[src/hdl/eyxy_pkg.sv]
// shared types, constants and helpers for the y-x-y euler angle unit
// depends on nothing; used by every module in hdl
package eyxy_pkg;

  localparam int CORDIC_STAGES = 16;
  localparam int TABLE_LEN     = 24;
  localparam int SQRT_STEPS    = 29;
  localparam int CW            = 33;  // cordic datapath width
  localparam int PI_Q13        = 25736;
  localparam int ONE_Q14       = 16384;

  localparam logic [1:0] KASE_GENERAL = 2'd0;
  localparam logic [1:0] KASE_LOWER   = 2'd1;
  localparam logic [1:0] KASE_UPPER   = 2'd2;

  localparam logic signed [CW-1:0] HALF_PI_Q29 = 33'sd843314857;

  localparam logic signed [CW-1:0] ATAN_Q29 [TABLE_LEN] = '{
    33'sd421657428, 33'sd248918915, 33'sd131521918, 33'sd66762579,
    33'sd33510843,  33'sd16771758,  33'sd8387925,   33'sd4194219,
    33'sd2097141,   33'sd1048575,   33'sd524288,    33'sd262144,
    33'sd131072,    33'sd65536,     33'sd32768,     33'sd16384,
    33'sd8192,      33'sd4096,      33'sd2048,      33'sd1024,
    33'sd512,       33'sd256,       33'sd128,       33'sd64
  };

  typedef struct packed {
    logic              valid;
    logic [1:0]        kase;
    logic signed [15:0] m11;
    logic signed [15:0] fy;
    logic signed [15:0] fx;
    logic signed [15:0] m10;
    logic signed [15:0] m12;
  } side_t;

  typedef struct packed {
    logic [57:0] v;
    logic [31:0] rem;
    logic [28:0] root;
  } sqrt_t;

  typedef struct packed {
    logic signed [CW-1:0] x;
    logic signed [CW-1:0] y;
    logic signed [CW-1:0] z;
    logic                 zero;
  } cordic_t;

  typedef struct packed {
    logic       valid;
    logic [1:0] kase;
  } ctl_t;

  function automatic logic signed [CW-1:0] scale_q14(input logic signed [15:0] m);
    logic signed [CW-1:0] t;
    t = CW'(m);
    return t <<< 14;
  endfunction

  // quadrant fold so the vectoring iterations start with x >= 0
  function automatic cordic_t cordic_entry(input logic signed [CW-1:0] y,
                                           input logic signed [CW-1:0] x);
    cordic_t c;
    c.zero = (x == '0) && (y == '0);
    if (x < 0) begin
      if (y >= 0) begin
        c.x = y;
        c.y = -x;
        c.z = HALF_PI_Q29;
      end else begin
        c.x = -y;
        c.y = x;
        c.z = -HALF_PI_Q29;
      end
    end else begin
      c.x = x;
      c.y = y;
      c.z = '0;
    end
    return c;
  endfunction

  // 2^-29 rad to q3.13 with round half up, clamped to +-pi
  function automatic logic signed [15:0] round_angle(input cordic_t c);
    logic signed [CW:0] t;
    logic signed [15:0] r;
    t = (CW+1)'(c.z) + (CW+1)'(33'sd32768);
    t = t >>> 16;
    if (c.zero) r = '0;
    else if (t > PI_Q13) r = 16'(PI_Q13);
    else if (t < -PI_Q13) r = 16'(-PI_Q13);
    else r = t[15:0];
    return r;
  endfunction

endpackage

[src/hdl/eyxy_cordic_cell.sv]
// one vectoring micro-rotation of the atan2 cordic
// depends on eyxy_pkg
module eyxy_cordic_cell (
  input  logic                               clk_i,
  input  logic [4:0]                         shift_i,
  input  logic signed [eyxy_pkg::CW-1:0]     angle_i,
  input  eyxy_pkg::cordic_t                  cor_i,
  output eyxy_pkg::cordic_t                  cor_o
);

  eyxy_pkg::cordic_t cor_d, cor_q;
  logic signed [eyxy_pkg::CW-1:0] xs, ys;

  always_comb begin
    xs = cor_i.x >>> shift_i;
    ys = cor_i.y >>> shift_i;
    cor_d.zero = cor_i.zero;
    if (cor_i.y >= 0) begin
      cor_d.x = cor_i.x + ys;
      cor_d.y = cor_i.y - xs;
      cor_d.z = cor_i.z + angle_i;
    end else begin
      cor_d.x = cor_i.x - ys;
      cor_d.y = cor_i.y + xs;
      cor_d.z = cor_i.z - angle_i;
    end
  end

  always_ff @(posedge clk_i) begin
    cor_q <= cor_d;
  end

  assign cor_o = cor_q;

endmodule

[config.mk]
export PLATFORM = sky130hd
export DESIGN_NAME = eyxy_cordic_cell
export DESIGN_NICKNAME = d
export VERILOG_FILES = /design/src/hdl/eyxy_pkg.sv /design/src/hdl/eyxy_cordic_cell.sv
export SDC_FILE = /design/constraint.sdc
export NUM_CORES = 1
export LEC_CHECK = 0
export BUFFER_PORTS_ARGS = -buffer_cell sky130_fd_sc_hd__buf_2
export CAP_MARGIN = 5
export CORE_ASPECT_RATIO = 0.7
export CORE_MARGIN = 3
export CORE_UTILIZATION = 50
export CTS_CLUSTER_DIAMETER = 100
export DETAILED_ROUTE_END_ITERATION = 8
export GPL_ROUTABILITY_DRIVEN = 1
export PLACE_DENSITY_LB_ADDON = 0.2
export SETUP_SLACK_MARGIN = 0.15
export SLEW_MARGIN = 10
export SYNTH_ARGS = -nofsm -noshare
export SYNTH_HDL_FRONTEND = slang
export SYNTH_SLANG_ARGS = --single-unit
[constraint.sdc]
create_clock -name clk_i -period 7.2 [get_ports clk_i]
set_clock_uncertainty 0.05 [all_clocks]
set_input_delay 0.36 -clock clk_i [delete_from_list [all_inputs] [get_ports clk_i]]
set_output_delay 0.36 -clock clk_i [all_outputs]
set_load 0.02 [all_outputs]
Word-level counts from Yosys, hierarchy flattened
Index checks and enable logic that the tools add are counted.
{ "word_totals": {"register_bits": 100, "in_bits": 139, "out_inout_bits": 100, "elab_cells": 14} }
{ "op_classes": {"addsub": 6, "order_cmp": 1, "shift": 2, "n_mux": 1} }
{ "ops": {"columns": ["operator", "count"], "rows": [
  ["$add A33 B33 Y33", 3],
  ["$mux W99", 1],
  ["$sub A33 B33 Y33", 3],
  ["$sshr A33 B5 Y33", 2],
  ["$ge A33 B1 Y1 const B", 1]
]} }

Depth between registers and ports, before layout
{ "depth": {"ltp_word": 3, "ltp_mapped": 28} }

Worst setup path after synthesis
No wires, ideal clock.
{ "synth_timing": {"path_type": "input to register", "start": "input shift_i[0]", "end": "register cor_q (netlist bit cor_o[65])", "setup_time_ps": 72, "arrival_ps": 5419, "path_slack_ps": 1659, "path_stages": 24, "cell_sequence": "buf_6 > buf_2 > buf_2 > mux4_2 > nand2_1 > and3_1 > a21oi_1 > a221oi_1 > nand3_1 > nand3b_4 > o31ai_1 > xor2_1 > ha_1 > nand4_1 > or2_2 > a2111oi_0 > o311ai_0 > a31oi_1 > and3_1 > o22ai_1 > nor2_1 > o21ai_0 > o21ai_0 > xor2_1"} }
{ "synth_rtl": {"columns": ["item", "line_no", "rtl"], "rows": [
  ["from (decl)", "eyxy_cordic_cell.sv:5", "input logic [4:0] shift_i,"],
  ["to (signal assigned)", "eyxy_cordic_cell.sv:30", "cor_q <= cor_d;"],
  ["to (decl)", "eyxy_cordic_cell.sv:11", "eyxy_pkg::cordic_t cor_d, cor_q;"]
]} }

==> flow_summary.yaml <==
run_status:
  outcome: "finished, final reports clean"
placement:
  dpl.cell_count: 2059
  placed_cell_areas_um2: 14500
  placed_wire_length_estimate_after_detailed_placement_um: 36000
  gp_routability_congestion: 0.983
  port_buffers: 238
  worst_slack_placed_ps: 421
power_and_ir_drop:
  netSwitchingFraction_pct: 45.3
  netSwitchingPower_mw: 1.50
  totalPowerFinal_mw: 3.32
  relative_contribution_of_sequential_cells_to_total_power_pct: 24.9
  total_leakage_power_nw: 6.41
  pwr-share-clk_pct: 16.3
  worst_ir_drop_vdd_mv: 0.188
  power.density_cell_area_nw_per_um2: 224
  power.share.combinational_pct: 58.9
  power.internal_mw: 1.81
final_layout:
  final-instance-count-excl-fill: 2075
  area_growth_syn_to_layout_pct: 13.6
  final_layout_size_suffix_gt1_share_pct: 24.2
  stdcell_area_um2: 14800
  n_antenna_cell: 0
  nets: 1987
  largest_reg_flops: 100
  post-route-util_pct: 58.8
hold_path:
  worstHoldPathType: "in -> reg"
critical_path:
  critPathKind: "in -> reg"
  crit_arrival_ps: 6830
  crit_path_cell_trace: "buf_4, mux4_2, mux2i_1, a21oi_1, a221oi_1, nand3_1, nand3b_4, o31ai_1, xor2_1, ha_1, nand4_1, or2_2, a2111oi_0, buf_4, o311ai_0, a31oi_1, and3_1, o22ai_1, nor2_1, o21ai_0, o21ai_0, xor2_1"
  crit_path_max_fanout: 50
  timing.critical_path.required_ps: 7450
  crit_slowest_cell: "sky130_fd_sc_hd__mux4_2"
  endpoint_kind: "flip-flop"
  path_delay_family: "compound AO/OA/AOI/OAI gates"
  largest_stage_delay_on_the_critical_path_ps: 640
  setup.worst_path.start_class: "input pin"
  worstPathBufferInverterCount: 2
synthesis:
  synth_enable_flop_cells: 0
  yosys.cell_types.count: 87
  synth-async-reset-ratio_pct: 0
  synth_top_flop_cell: "sky130_fd_sc_hd__dfxtp_1"
  synth.yosys.seq_area_share_pct: 15.4
  syn-num-nets: 1786
  yosys_register_bits: 100
  netlist_area_um2: 13000
  syn_inst: 1544
  ys_warnings: 0
  syn_area_per_cell_um2: 8.42
clocking:
  post_cts.repair.setup_buffers: 0
  cts.repair.resized: 0
  cts_inserted_buffers: 9
  tritoncts_clock_tree: "yes"
  clock-root-buffer: "sky130_fd_sc_hd__clkbuf_16"
  htree_levels: 3
  hold_buffers: 0
  cts.clk_slew.worst_paths_ps: 80
  cts.sink_count: 100
  cts_max_path_buffers: 2
grt:
  grt_antenna_before_repair: 0
  gr-usage-met1_pct: 47.7
  wire_length_of_the_first_global_routing_pass_um: 69900
  via_count_of_the_first_global_routing_pass: 12400
  gr-max-usage-layer: "met1"
  gr-usage-met3_pct: 10.9
  grt_max_degree: 51
  grt_use_total_pct: 31.6
  groute.layer.met2.usage_pct: 43.6
  globalRoute.totalOverflow: 0
routing:
  routedWlPerCell_um: 22.0
  detail_route.vias_per_cell: 6.48
  dr_pass1_iterations: 6
  initialDrtViolationCount: 1596
  vias: 13400
  routed_wl_um: 45700
  ant_nets: 0
  drt_drc_violations_left: 0
floorplanning:
  floorplan.initialDensity_pct: 51.8
  ioPinCount: 239
  die-area_um2: 28000
  core_region_area_um2: 25100
  die_width_um: 199
  rows: 48
  fp.dieH_um: 141
timing:
  fmaxAchievable_ghz: 0.152
  smallest_hold_slack_ps: 45.0
  totalNegativeSetupSlack_ps: 0
  worst_slew_margin_rel_pct: 37.0
  setup_viol: 0
  period_share_pct: 91.4
  finalMaxSlewViolations: 0
  grt_setup_unrepaired: "no"
  worst_slack_ps: 617
  max_slew.worst_pin.slew_ps: 940
  finalWorstPathRequiredPeriod_ps: 6580
  hold_violations: 0
job:
  max_cap_viol_count: 0
==> kinds of logic (layout without fill, tap and decap cells) <==
family | count (synthesis) | after routing | share of synthesized area, %
adder cells (fa/ha/maj) | 103 | 103 | 10.1
XOR/XNOR | 163 | 163 | 11.0
AO/OA/AOI/OAI | 455 | 455 | 22.8
buffers and inverters | 124 | 330 | 4.26
flip-flops | 100 | 100 | 15.4
multiplexers | 157 | 157 | 20.0
AND/OR/NAND/NOR | 442 | 442 | 16.5
==> cells in the final DEF, fill, tap and decap left out, types with 32 or more instances in the layout <==
cell / instances
sky130_fd_sc_hd__a21o_1: 38
sky130_fd_sc_hd__xor2_1: 48
sky130_fd_sc_hd__buf_2: 236
sky130_fd_sc_hd__mux2i_1: 50
sky130_fd_sc_hd__a21oi_1: 101
sky130_fd_sc_hd__nand2_1: 174
sky130_fd_sc_hd__buf_4: 32
sky130_fd_sc_hd__o21ai_0: 115
sky130_fd_sc_hd__inv_1: 44
sky130_fd_sc_hd__dfxtp_1: 100
sky130_fd_sc_hd__ha_1: 100
sky130_fd_sc_hd__mux4_2: 79
sky130_fd_sc_hd__nor2_1: 101
sky130_fd_sc_hd__xnor2_1: 115
==> final cells by class <==
type                    count  area [µm²]
clock buffers              11         253
clock inverters             5        67.6
fillers                  2321       10300
inverters                  46         173
multi-input cells        1320       10400
flip-flops and latches    100        2000
well taps                 325         407
repair buffers            268        1420
==> synth_stat cells, types with 7 or more instances <==
library cell               instances  share of area [%]
sky130_fd_sc_hd__a21oi_1         101                3.9
sky130_fd_sc_hd__o31ai_1          23                1.3
sky130_fd_sc_hd__and3_1           11               0.53
sky130_fd_sc_hd__xor2_1           48                3.2
sky130_fd_sc_hd__o21ai_0         115                4.4
sky130_fd_sc_hd__mux4_2           79                 14
sky130_fd_sc_hd__mux2i_1          50                3.8
sky130_fd_sc_hd__a21o_1           38                2.2
sky130_fd_sc_hd__a22oi_1           8               0.46
sky130_fd_sc_hd__o22ai_1          16               0.77
sky130_fd_sc_hd__or4_1             8               0.46
sky130_fd_sc_hd__mux2_2           26                2.3
sky130_fd_sc_hd__nand4_1          12               0.58
sky130_fd_sc_hd__xnor2_1         115                7.7
sky130_fd_sc_hd__o21a_1           19                1.1
sky130_fd_sc_hd__nand2_1         174                5.0
sky130_fd_sc_hd__a21boi_0          8               0.46
sky130_fd_sc_hd__ha_1            100                9.6
sky130_fd_sc_hd__and2_1            8               0.38
sky130_fd_sc_hd__nor2_1          101                2.9
sky130_fd_sc_hd__o211ai_1          8               0.46
sky130_fd_sc_hd__nor3_1           24               0.92
sky130_fd_sc_hd__o21bai_1         14               0.81
sky130_fd_sc_hd__a211oi_1         15               0.87
sky130_fd_sc_hd__clkbuf_1         36                1.0
sky130_fd_sc_hd__inv_1            44                1.3
sky130_fd_sc_hd__buf_1            13               0.38
sky130_fd_sc_hd__or2_2             7               0.34
sky130_fd_sc_hd__buf_2            17               0.65
sky130_fd_sc_hd__a31oi_1          17               0.82
sky130_fd_sc_hd__o41ai_1           7               0.47
sky130_fd_sc_hd__nor4_1            8               0.38
sky130_fd_sc_hd__nor2b_1          14               0.67
sky130_fd_sc_hd__nand3_1          25               0.96
sky130_fd_sc_hd__nand2b_1         18               0.87
sky130_fd_sc_hd__dfxtp_1         100                 15
==> power groups by stage <==
stage / combinational [mW] / sequential (mW) / clock [mW]
finish: 1.95 / 0.825 / 0.539
global route: 2.10 / 0.846 / 0.572
CTS: 1.92 / 0.826 / 0.558
detailed placement: 1.90 / 0.835 / 0
global placement: 1.89 / 0.832 / 0
floorplan: 1.04 / 1.12 / 0
==> per-layer routing <==
layer  share of wire [%]  vias up
met1                  45     6336
met5                0.11        -
met4                 1.3        2
met3                  13       54
li1                    -     6215
met2                  40      834
==> worst paths after layout <==
path                    end  slack (ps)  startpoint  cells after the start
hold / removal     cor_o[0]          40    cor_i[0]                      1
setup / recovery  cor_o[65]         620  shift_i[0]                     22
Note: power is estimated with default switching activity, not from simulation.
