## src/hdl/eyxy_pkg.sv

```systemverilog
// shared types, constants and helpers for the y-x-y euler angle unit
// depends on nothing; used by every module in hdl
package eyxy_pkg;

  localparam int CORDIC_STAGES = 16;
  localparam int TABLE_LEN     = 24;
  localparam int SQRT_STEPS    = 29;
  localparam int CW            = 33;  // cordic datapath width
  localparam int PI_Q13        = 25736;
  localparam int ONE_Q14       = 16384;

  localparam logic [1:0] KASE_GENERAL = 2'd0;
  localparam logic [1:0] KASE_LOWER   = 2'd1;
  localparam logic [1:0] KASE_UPPER   = 2'd2;

  localparam logic signed [CW-1:0] HALF_PI_Q29 = 33'sd843314857;

  localparam logic signed [CW-1:0] ATAN_Q29 [TABLE_LEN] = '{
    33'sd421657428, 33'sd248918915, 33'sd131521918, 33'sd66762579,
    33'sd33510843,  33'sd16771758,  33'sd8387925,   33'sd4194219,
    33'sd2097141,   33'sd1048575,   33'sd524288,    33'sd262144,
    33'sd131072,    33'sd65536,     33'sd32768,     33'sd16384,
    33'sd8192,      33'sd4096,      33'sd2048,      33'sd1024,
    33'sd512,       33'sd256,       33'sd128,       33'sd64
  };

  typedef struct packed {
    logic              valid;
    logic [1:0]        kase;
    logic signed [15:0] m11;
    logic signed [15:0] fy;
    logic signed [15:0] fx;
    logic signed [15:0] m10;
    logic signed [15:0] m12;
  } side_t;

  typedef struct packed {
    logic [57:0] v;
    logic [31:0] rem;
    logic [28:0] root;
  } sqrt_t;

  typedef struct packed {
    logic signed [CW-1:0] x;
    logic signed [CW-1:0] y;
    logic signed [CW-1:0] z;
    logic                 zero;
  } cordic_t;

  typedef struct packed {
    logic       valid;
    logic [1:0] kase;
  } ctl_t;

  function automatic logic signed [CW-1:0] scale_q14(input logic signed [15:0] m);
    logic signed [CW-1:0] t;
    t = CW'(m);
    return t <<< 14;
  endfunction

  // quadrant fold so the vectoring iterations start with x >= 0
  function automatic cordic_t cordic_entry(input logic signed [CW-1:0] y,
                                           input logic signed [CW-1:0] x);
    cordic_t c;
    c.zero = (x == '0) && (y == '0);
    if (x < 0) begin
      if (y >= 0) begin
        c.x = y;
        c.y = -x;
        c.z = HALF_PI_Q29;
      end else begin
        c.x = -y;
        c.y = x;
        c.z = -HALF_PI_Q29;
      end
    end else begin
      c.x = x;
      c.y = y;
      c.z = '0;
    end
    return c;
  endfunction

  // 2^-29 rad to q3.13 with round half up, clamped to +-pi
  function automatic logic signed [15:0] round_angle(input cordic_t c);
    logic signed [CW:0] t;
    logic signed [15:0] r;
    t = (CW+1)'(c.z) + (CW+1)'(33'sd32768);
    t = t >>> 16;
    if (c.zero) r = '0;
    else if (t > PI_Q13) r = 16'(PI_Q13);
    else if (t < -PI_Q13) r = 16'(-PI_Q13);
    else r = t[15:0];
    return r;
  endfunction

endpackage

```

## src/hdl/eyxy_sqrt_cell.sv

```systemverilog
// one step of the digit-by-digit integer square root, two radicand bits per cell
// depends on eyxy_pkg
module eyxy_sqrt_cell (
  input  logic            clk_i,
  input  logic            rst_ni,
  input  eyxy_pkg::sqrt_t sq_i,
  input  eyxy_pkg::side_t side_i,
  output eyxy_pkg::sqrt_t sq_o,
  output eyxy_pkg::side_t side_o
);

  eyxy_pkg::sqrt_t sq_d, sq_q;
  eyxy_pkg::side_t side_q;
  logic [31:0] acc;
  logic [31:0] trial;

  always_comb begin
    acc   = {sq_i.rem[29:0], sq_i.v[57:56]};
    trial = {1'b0, sq_i.root, 2'b01};
    sq_d.v = {sq_i.v[55:0], 2'b00};
    if (acc >= trial) begin
      sq_d.rem  = acc - trial;
      sq_d.root = {sq_i.root[27:0], 1'b1};
    end else begin
      sq_d.rem  = acc;
      sq_d.root = {sq_i.root[27:0], 1'b0};
    end
  end

  always_ff @(posedge clk_i or negedge rst_ni) begin
    if (!rst_ni) begin
      side_q <= '0;
    end else begin
      side_q <= side_i;
    end
  end

  always_ff @(posedge clk_i) begin
    sq_q <= sq_d;
  end

  assign sq_o   = sq_q;
  assign side_o = side_q;

endmodule

```

## config.mk

```make
export PLATFORM = sky130hd
export DESIGN_NAME = eyxy_sqrt_cell
export DESIGN_NICKNAME = d
export VERILOG_FILES = /design/src/hdl/eyxy_pkg.sv /design/src/hdl/eyxy_sqrt_cell.sv
export SDC_FILE = /design/constraint.sdc
export NUM_CORES = 1
export LEC_CHECK = 0
export BUFFER_PORTS_ARGS = -buffer_cell sky130_fd_sc_hd__buf_2
export CAP_MARGIN = 10
export CORE_AREA = 2 2 157 159
export CTS_CLUSTER_DIAMETER = 30
export CTS_CLUSTER_SIZE = 30
export DETAILED_ROUTE_END_ITERATION = 6
export DIE_AREA = 0 0 159 161
export GPL_TIMING_DRIVEN = 0
export PLACE_DENSITY_LB_ADDON = 0.25
export SETUP_SLACK_MARGIN = 0.3
export SKIP_LAST_GASP = 1
export SLEW_MARGIN = 30
export SYNTH_ARGS = -nofsm -noshare
export SYNTH_HDL_FRONTEND = slang
export SYNTH_SLANG_ARGS = --single-unit
```

## constraint.sdc

```tcl
create_clock -name clk_i -period 1.3 [get_ports clk_i]
set_clock_uncertainty 0.05 [all_clocks]
set_input_delay 0.26 -clock clk_i [delete_from_list [all_inputs] [get_ports clk_i]]
set_output_delay 0.26 -clock clk_i [all_outputs]
set_load 0.03 [all_outputs]
```

### After elaboration in Yosys (flattened, before gate mapping)

Cells that the tools add are included.

| cells by class | value |
|---|---|
| add/subtract/negate cells | 1 |
| order comparisons | 1 |
| multiplexer cells | 1 |

Operator list:

| kind | number |
|---|---|
| two-way mux 61 bit | 1 |
| >= comparator 32 x 31 -> 1 bit | 1 |
| subtractor 32 x 31 -> 32 bit | 1 |

| storage, ports and cells | value |
|---|---|
| bits in registers | 200 |
| input port bits | 204 |
| output and inout port bits | 202 |

### Longest topological paths before layout

Gate-level depths: netlist of the first run.

| logic depth | value |
|---|---|
| depth in word-level cells | 2 |
| depth in mapped cells | 11 |

### Worst setup path before layout of the first run

Ideal clock, no wire load.

| timing | value |
|---|---|
| kind | input to register |
| start point | input port sq_i[12] (netlist name) |
| end point | register sq_q (netlist bit sq_o[54]) |
| cell stages on the path | 10 |
| setup slack | -1,125 ps |
| data required time | 1,129 ps |
| arrival | 2,254 ps |
| cell sequence | inv_1 -> ha_1 -> buf_2 -> nand4_1 -> or4_1 -> o211ai_1 -> o221ai_2 -> nand2_4 -> buf_6 -> mux2_2 |

RTL lines:

| item | line | source |
|---|---|---|
| from (decl) | eyxy_sqrt_cell.sv:6 | `input eyxy_pkg::sqrt_t sq_i,` |
| to (signal assigned) | eyxy_sqrt_cell.sv:39 | `sq_q <= sq_d;` |
| to (decl) | eyxy_sqrt_cell.sv:12 | `eyxy_pkg::sqrt_t sq_d, sq_q;` |

==> results of run 1 <==
-- power by group --
| part | switching (W) | total (W) | internal, W |
|---|---|---|---|
| combinational | 0.00240 | 0.00473 | 0.00232 |
| sequential | 0.000237 | 0.00695 | 0.00671 |
| clock | 0.00274 | 0.00544 | 0.00270 |
| total | 0.00538 | 0.0171 | 0.0117 |
-- metal layers --
metal | global-route usage, % | vias to the layer above | part of all wire, %
met2 | 38.64 | 245 | 55
li1 | - | 3088 | -
met5 | 0 | - | 0
met1 | 22.55 | 3126 | 37
met3 | 4.956 | 40 | 5.4
met4 | 6.488 | 0 | 2.5
-- cell type report --
type	instances	area (sq um)
buffer	14	135.1
antenna	1	2.502
clock buffer	18	439.2
timing repair buffer	602	5374
inverter	39	166.4
sequential	200	4564
clock inverter	14	185.2
multi-input combinational	289	2502
tap	324	405.4
fill	1972	10190
-- stage by stage --
step | util (%) | std cells
2_1_floorplan | - | 542
3_3_place_gp | 39.08 | 1267
3_5_place_dp | 39.22 | 1268
4_1_cts | 56.22 | 1489
5_1_grt | 57.48 | 1501
6_report | 57.48 | 1501
-- registers in the layout, summed over array words and instances (netlist names) --
signal,count
sq_o,117
side_o,83
-- cells in the mapped netlist (all sizes together) (3+ instances only) --
master / instances
xor2: 13
a211oi: 5
and2: 3
mux2: 8
inv: 39
nand2b: 5
dfrtp: 83
nand2: 21
ha: 31
o21bai: 5
o211ai: 3
a21o: 14
or3: 4
nand3: 8
a31o: 3
dfxtp: 117
nor2: 35
nor3: 7
nand4: 7
o31ai: 5
buf: 9
o21ai: 13
and3: 5
a21oi: 56
clkbuf: 5
xnor2: 14
-- worst max-delay path, cell delays in order --
cell and delay [ns]:
buf_8 0.08, inv_8 0.03, ha_4 0.24, a211oi_2 0.25
nor3b_4 0.09, o31ai_4 0.33, o31ai_4 0.10, buf_6 0.14
o221ai_4 0.21, nand2_4 0.10, buf_12 0.16, buf_12 0.15
mux2_4 0.29
-- how the worst min path moves through the flow --
stage,endpoint,start,slack (ns),cells past startpoint
after global routing,sq_o[33]$_DFF_P_,sq_i[31],0.01,3
final,sq_o[53]$_DFF_P_,sq_i[51],0.03,3
after detailed placement,side_o[71]$_DFF_PN0_,rst_ni,0.07,1
after global placement,sq_o[99]$_DFF_P_,sq_i[97],0.31,1
after floorplan,side_o[0]$_DFF_PN0_,rst_ni,-0.09,0
after CTS,sq_o[35]$_DFF_P_,sq_i[33],-0.02,2
-- repair_timing --
item | CTS | global route
resized for setup | 557 | 47
setup buffers | 17 | 8
gates cloned | 1 | 2
hold endpoints to repair | 254 | 1
setup endpoints to repair | 233 | 233
hold buffers | 171 | 1
pin swaps | 20 | 9
-- cell families (layout without fill, tap and decap cells) --
kind of cell	count (synthesis)	in the layout	synth area share, %
other	1	3	0.05643
buffers and inverters	53	687	3.333
AO/OA/AOI/OAI	119	119	11.92
AND/OR/NAND/NOR	102	102	7.437
flip-flops	200	200	66.50
XOR/XNOR	27	27	3.559
adder cells (fa/ha/maj)	31	31	5.837
multiplexers	8	8	1.356
==> impl_metrics.toml, run 1 <==
[outcome]
status = "finished with violations"
violations = "negative setup slack"

[detailed_routing]
drt_wl_total_mm = 26.29
vias = 6499
firstDrtPassIters = 4
drt_iter0_drc = 273
viasPerCell = 4.330
routedWlPerCell_um = 17.51
drc = 0
antenna_left = 0

[clock_network]
clk_pin_slew_ns = 0.08
clk_path_buf_depth = 2
htreeDepth = 4
cts_root_buf = "clkbuf_16"
cts.sinks = 200
cts_buffers = 17
cts_tree = "done"

[timing]
setup_viol = 33
hold_ws_ns = 0.02837
fin_crit_ns = 2.171
period_share_pct = 167.0
clock.fmax_mhz = 460.6
rsz0062_at_grt = "yes"
slew_violations = 0
finalHoldViolations = 0
setup_slack_ns = -0.8709
tns_ns = -26.32

[global_routing]
overflow = 0
grt_use_total_pct = 20.45
antenna_found_initial = 1
grt_pass1_wl_mm = 40.72
grt_max_degree = 63
first_global_vias = 7076

[power_and_ir_drop]
p_total_w = 0.01712
power_leakage_nw = 6.373
worst_ir_drop_vdd_uv = 893.3
power_density_mw_per_mm2 = 1243

[hold_path]
worstHoldPathType = "in -> reg"

[run]
max-cap-violations = 0

[critical_path]
startpoint_type = "input port"
critPathLaunch = "sq_i[3]"
path_class = "in -> reg"
crit_path_end = "sq_o[59]$_DFF_P_"
worstPathRequired_ns = 1.57
critPathMaxFanout = 7
cp-end-kind = "register"
arrival_ns = 2.45

[cells_and_area]
final_cell_mix = "211 x buf_6, 193 x buf_2, 172 x dlygate4sd3_1"
area_growth_pct = 107.3
final_common_cell = "buf_6"
fin_area_sq_mm = 0.01377
layout-drive-gt1-share_pct = 58.42
layout.nets = 1398

[logic_synthesis]
ys_ff_latch = 200
synth.distinct_cells = 51
synthTopCellsByArea = "dfxtp_1 35%, dfrtp_1 31%, ha_1 5.8%"
synth_top_area_cell = "dfxtp_1"
ys_seq_area_share_pct = 66.50
ys.flop_type = "dfxtp_1"
synth.avg_cell_area_sq_um = 12.28
synthesis.area_sq_mm = 0.006645
synth_cells = 541
async_flop_share_pct = 41.50
synth_top_area_share_pct = 35.25
synth-edff-count = 0
yosys_warnings = 0

[die]
rows = 57
io_pins = 406
core_area_sq_mm = 0.02396
die_y_um = 161
start_util_pct = 27.73
die_x_um = 159
dieArea_sq_mm = 0.02560

[placed_design]
dpl_cell_area_sq_mm = 0.009398
io_buffers = 401
gp_congestion = 0.8847
dpl.hpwl_mm = 16.82
dp_slack_ns = -1.584
Note: power is estimated with default switching activity, not from simulation.
==> run 2, diff against run 1 <==
- clock period: 1.3 -> 2.7 ns (I/O delays scaled with it)
==> run 2 against run 1 <==
Against the previous run:
- the run now ends clean
- final area down 24%
- utilization down 14 points
- sequential power down 53%
- cell count down 12%
- critical path type unchanged
==> impl_metrics.toml, run 2 (same netlist as run 1, synthesis figures left out) <==
[outcome]
status = "finished clean"

[cells_and_area]
final_cell_mix = "394 x buf_2, 117 x dfxtp_1, 83 x dfrtp_1"
fin_area_sq_mm = 0.01041
layout-drive-gt1-share_pct = 54.87
fill_cells = 2388
largest_reg_flops = 117
layout.nets = 1217
antenna_cells = 0
final_common_cell = "buf_2"
utilization_pct = 43.44
area_growth_pct = 56.66

[placed_design]
gp_congestion = 0.9116
dpl.hpwl_mm = 16.86
io_buffers = 401
dpl_cell_area_sq_mm = 0.009383

[clock_network]
cts_buffers = 17
cts_root_buf = "clkbuf_16"
htreeDepth = 4
cts_tree = "done"
cts.sinks = 200
clk_path_buf_depth = 2
clk_pin_slew_ns = 0.08

[power_and_ir_drop]
power_frac_seq_pct = 42.8
power_leakage_nw = 5.143
swShare_pct = 32.21
p_total_w = 0.007576
combPwrFrac_pct = 22.4
worst_ir_drop_vdd_uv = 369.5
pwr-share-clk_pct = 34.8
p_int_w = 0.005136
p_switching_w = 0.002440
power_density_mw_per_mm2 = 727.7

[critical_path]
cp_top_family = "compound AO/OA/AOI/OAI gates"
worstPathRequired_ns = 2.97
path_class = "in -> reg"
cpMaxStageDelayCell = "mux2_2"
path_common_cell = "buf_4"
cp_num_buf_inv = 4
cp-end-kind = "register"
startpoint_type = "input port"
arrival_ns = 2.65
critPathMaxFanout = 7
cpPeakStageDelay_ns = 0.32
path_cells = "buf_4 > ha_4 > nand4_1 > a211oi_2 > buf_4 > o31ai_4 > o31ai_4 > buf_6 > o221ai_4 > nand2_4 > buf_4 > mux2_2"

[hold_path]
worstHoldPathType = "in -> reg"

[timing]
finalHoldViolations = 0
slew_violations = 0
period_share_pct = 88.14
setup_viol = 0
hold_ws_ns = 0.1566
rsz0062_at_grt = "yes"
fin_crit_ns = 2.380
clock.fmax_mhz = 420.2

[detailed_routing]
viasPerCell = 4.262
drc = 0
vias = 5621
routedWlPerCell_um = 16.00
drt_iter0_drc = 280
drt_wl_total_mm = 21.10
firstDrtPassIters = 4
antenna_left = 0

[die]
dieArea_sq_mm = 0.02560
die_y_um = 161
core_area_sq_mm = 0.02396
start_util_pct = 27.73
io_pins = 406
rows = 57
die_x_um = 159

[global_routing]
grt_max_degree = 65
grt_pass1_wl_mm = 32.04
grt_use_total_pct = 16.23
first_global_vias = 5672
antenna_found_initial = 1
overflow = 0

[run]
max-cap-violations = 0
-- run 2: cell count changes in the layout (fill, tap and decap cells not counted), sizes merged --
cell	previous run	this run
inv	46	47
clkbuf	25	24
clkinv	7	6
diode	1	0
buf	437	428
dlygate4sd3	172	1
-- run 2: worst paths after layout --
path / to / slack (ns) / depth (start not counted) / from
worst max-delay path: sq_o[40]$_DFF_P_ / 0.32 / 12 / sq_i[32]
worst min-delay path: sq_o[95]$_DFF_P_ / 0.16 / 1 / sq_i[93]
max in group asynchronous: side_o[36]$_DFF_PN0_ / 1.58 / 3 / rst_ni
min in group asynchronous: side_o[19]$_DFF_PN0_ / 0.47 / 2 / rst_ni
-- run 2: final cells by class --
cell class	count	area, sq um	area share, %
plain buffers	14	118.9	1.142
clock buffers	18	439.2	4.219
clock inverters	14	187.7	1.803
inverters	39	163.9	1.575
multi-input cells	289	2427	23.32
flip-flops and latches	200	4419	42.45
well taps	324	405.4	3.894
repair buffers	421	2248	21.60
-- run 2: what timing repair did --
item	4_1_cts	5_1_grt
gates cloned	0	1
pin swaps	6	6
resized for setup	17	47
endpoints found under the hold margin	19	0
hold buffers	1	0
buffers inserted	10	7
setup endpoints to repair	33	33
-- run 2: per-layer routing --
layer / global-route usage [%] / share of wire, %
met1: 18.11 / 39
met2: 30.22 / 54
met3: 4.905 / 6.1
met4: 3.967 / 0.64
met5: 0 / 0.052
-- run 2: through the flow --
| stage | worst slack [ns] | cells | setup TNS (ns) |
|---|---|---|---|
| 2_1_floorplan | 0.1952 | 542 | 0 |
| 3_3_place_gp | -0.5200 | 1267 | -12.80 |
| 3_5_place_dp | -0.4974 | 1268 | -12.59 |
| 4_1_cts | 0.2722 | 1311 | 0 |
| 5_1_grt | 0.2379 | 1319 | 0 |
| 6_report | 0.3202 | 1319 | 0 |
-- run 2: power by group through the flow --
| stage | registers (W) | clock network (W) | logic [W] |
|---|---|---|---|
| 2_1_floorplan | 0.00380 | 0 | 0.000531 |
| 3_3_place_gp | 0.00331 | 0 | 0.00159 |
| 3_5_place_dp | 0.00331 | 0 | 0.00160 |
| 4_1_cts | 0.00325 | 0.00273 | 0.00165 |
| 5_1_grt | 0.00327 | 0.00286 | 0.00182 |
| 6_report | 0.00324 | 0.00263 | 0.00170 |
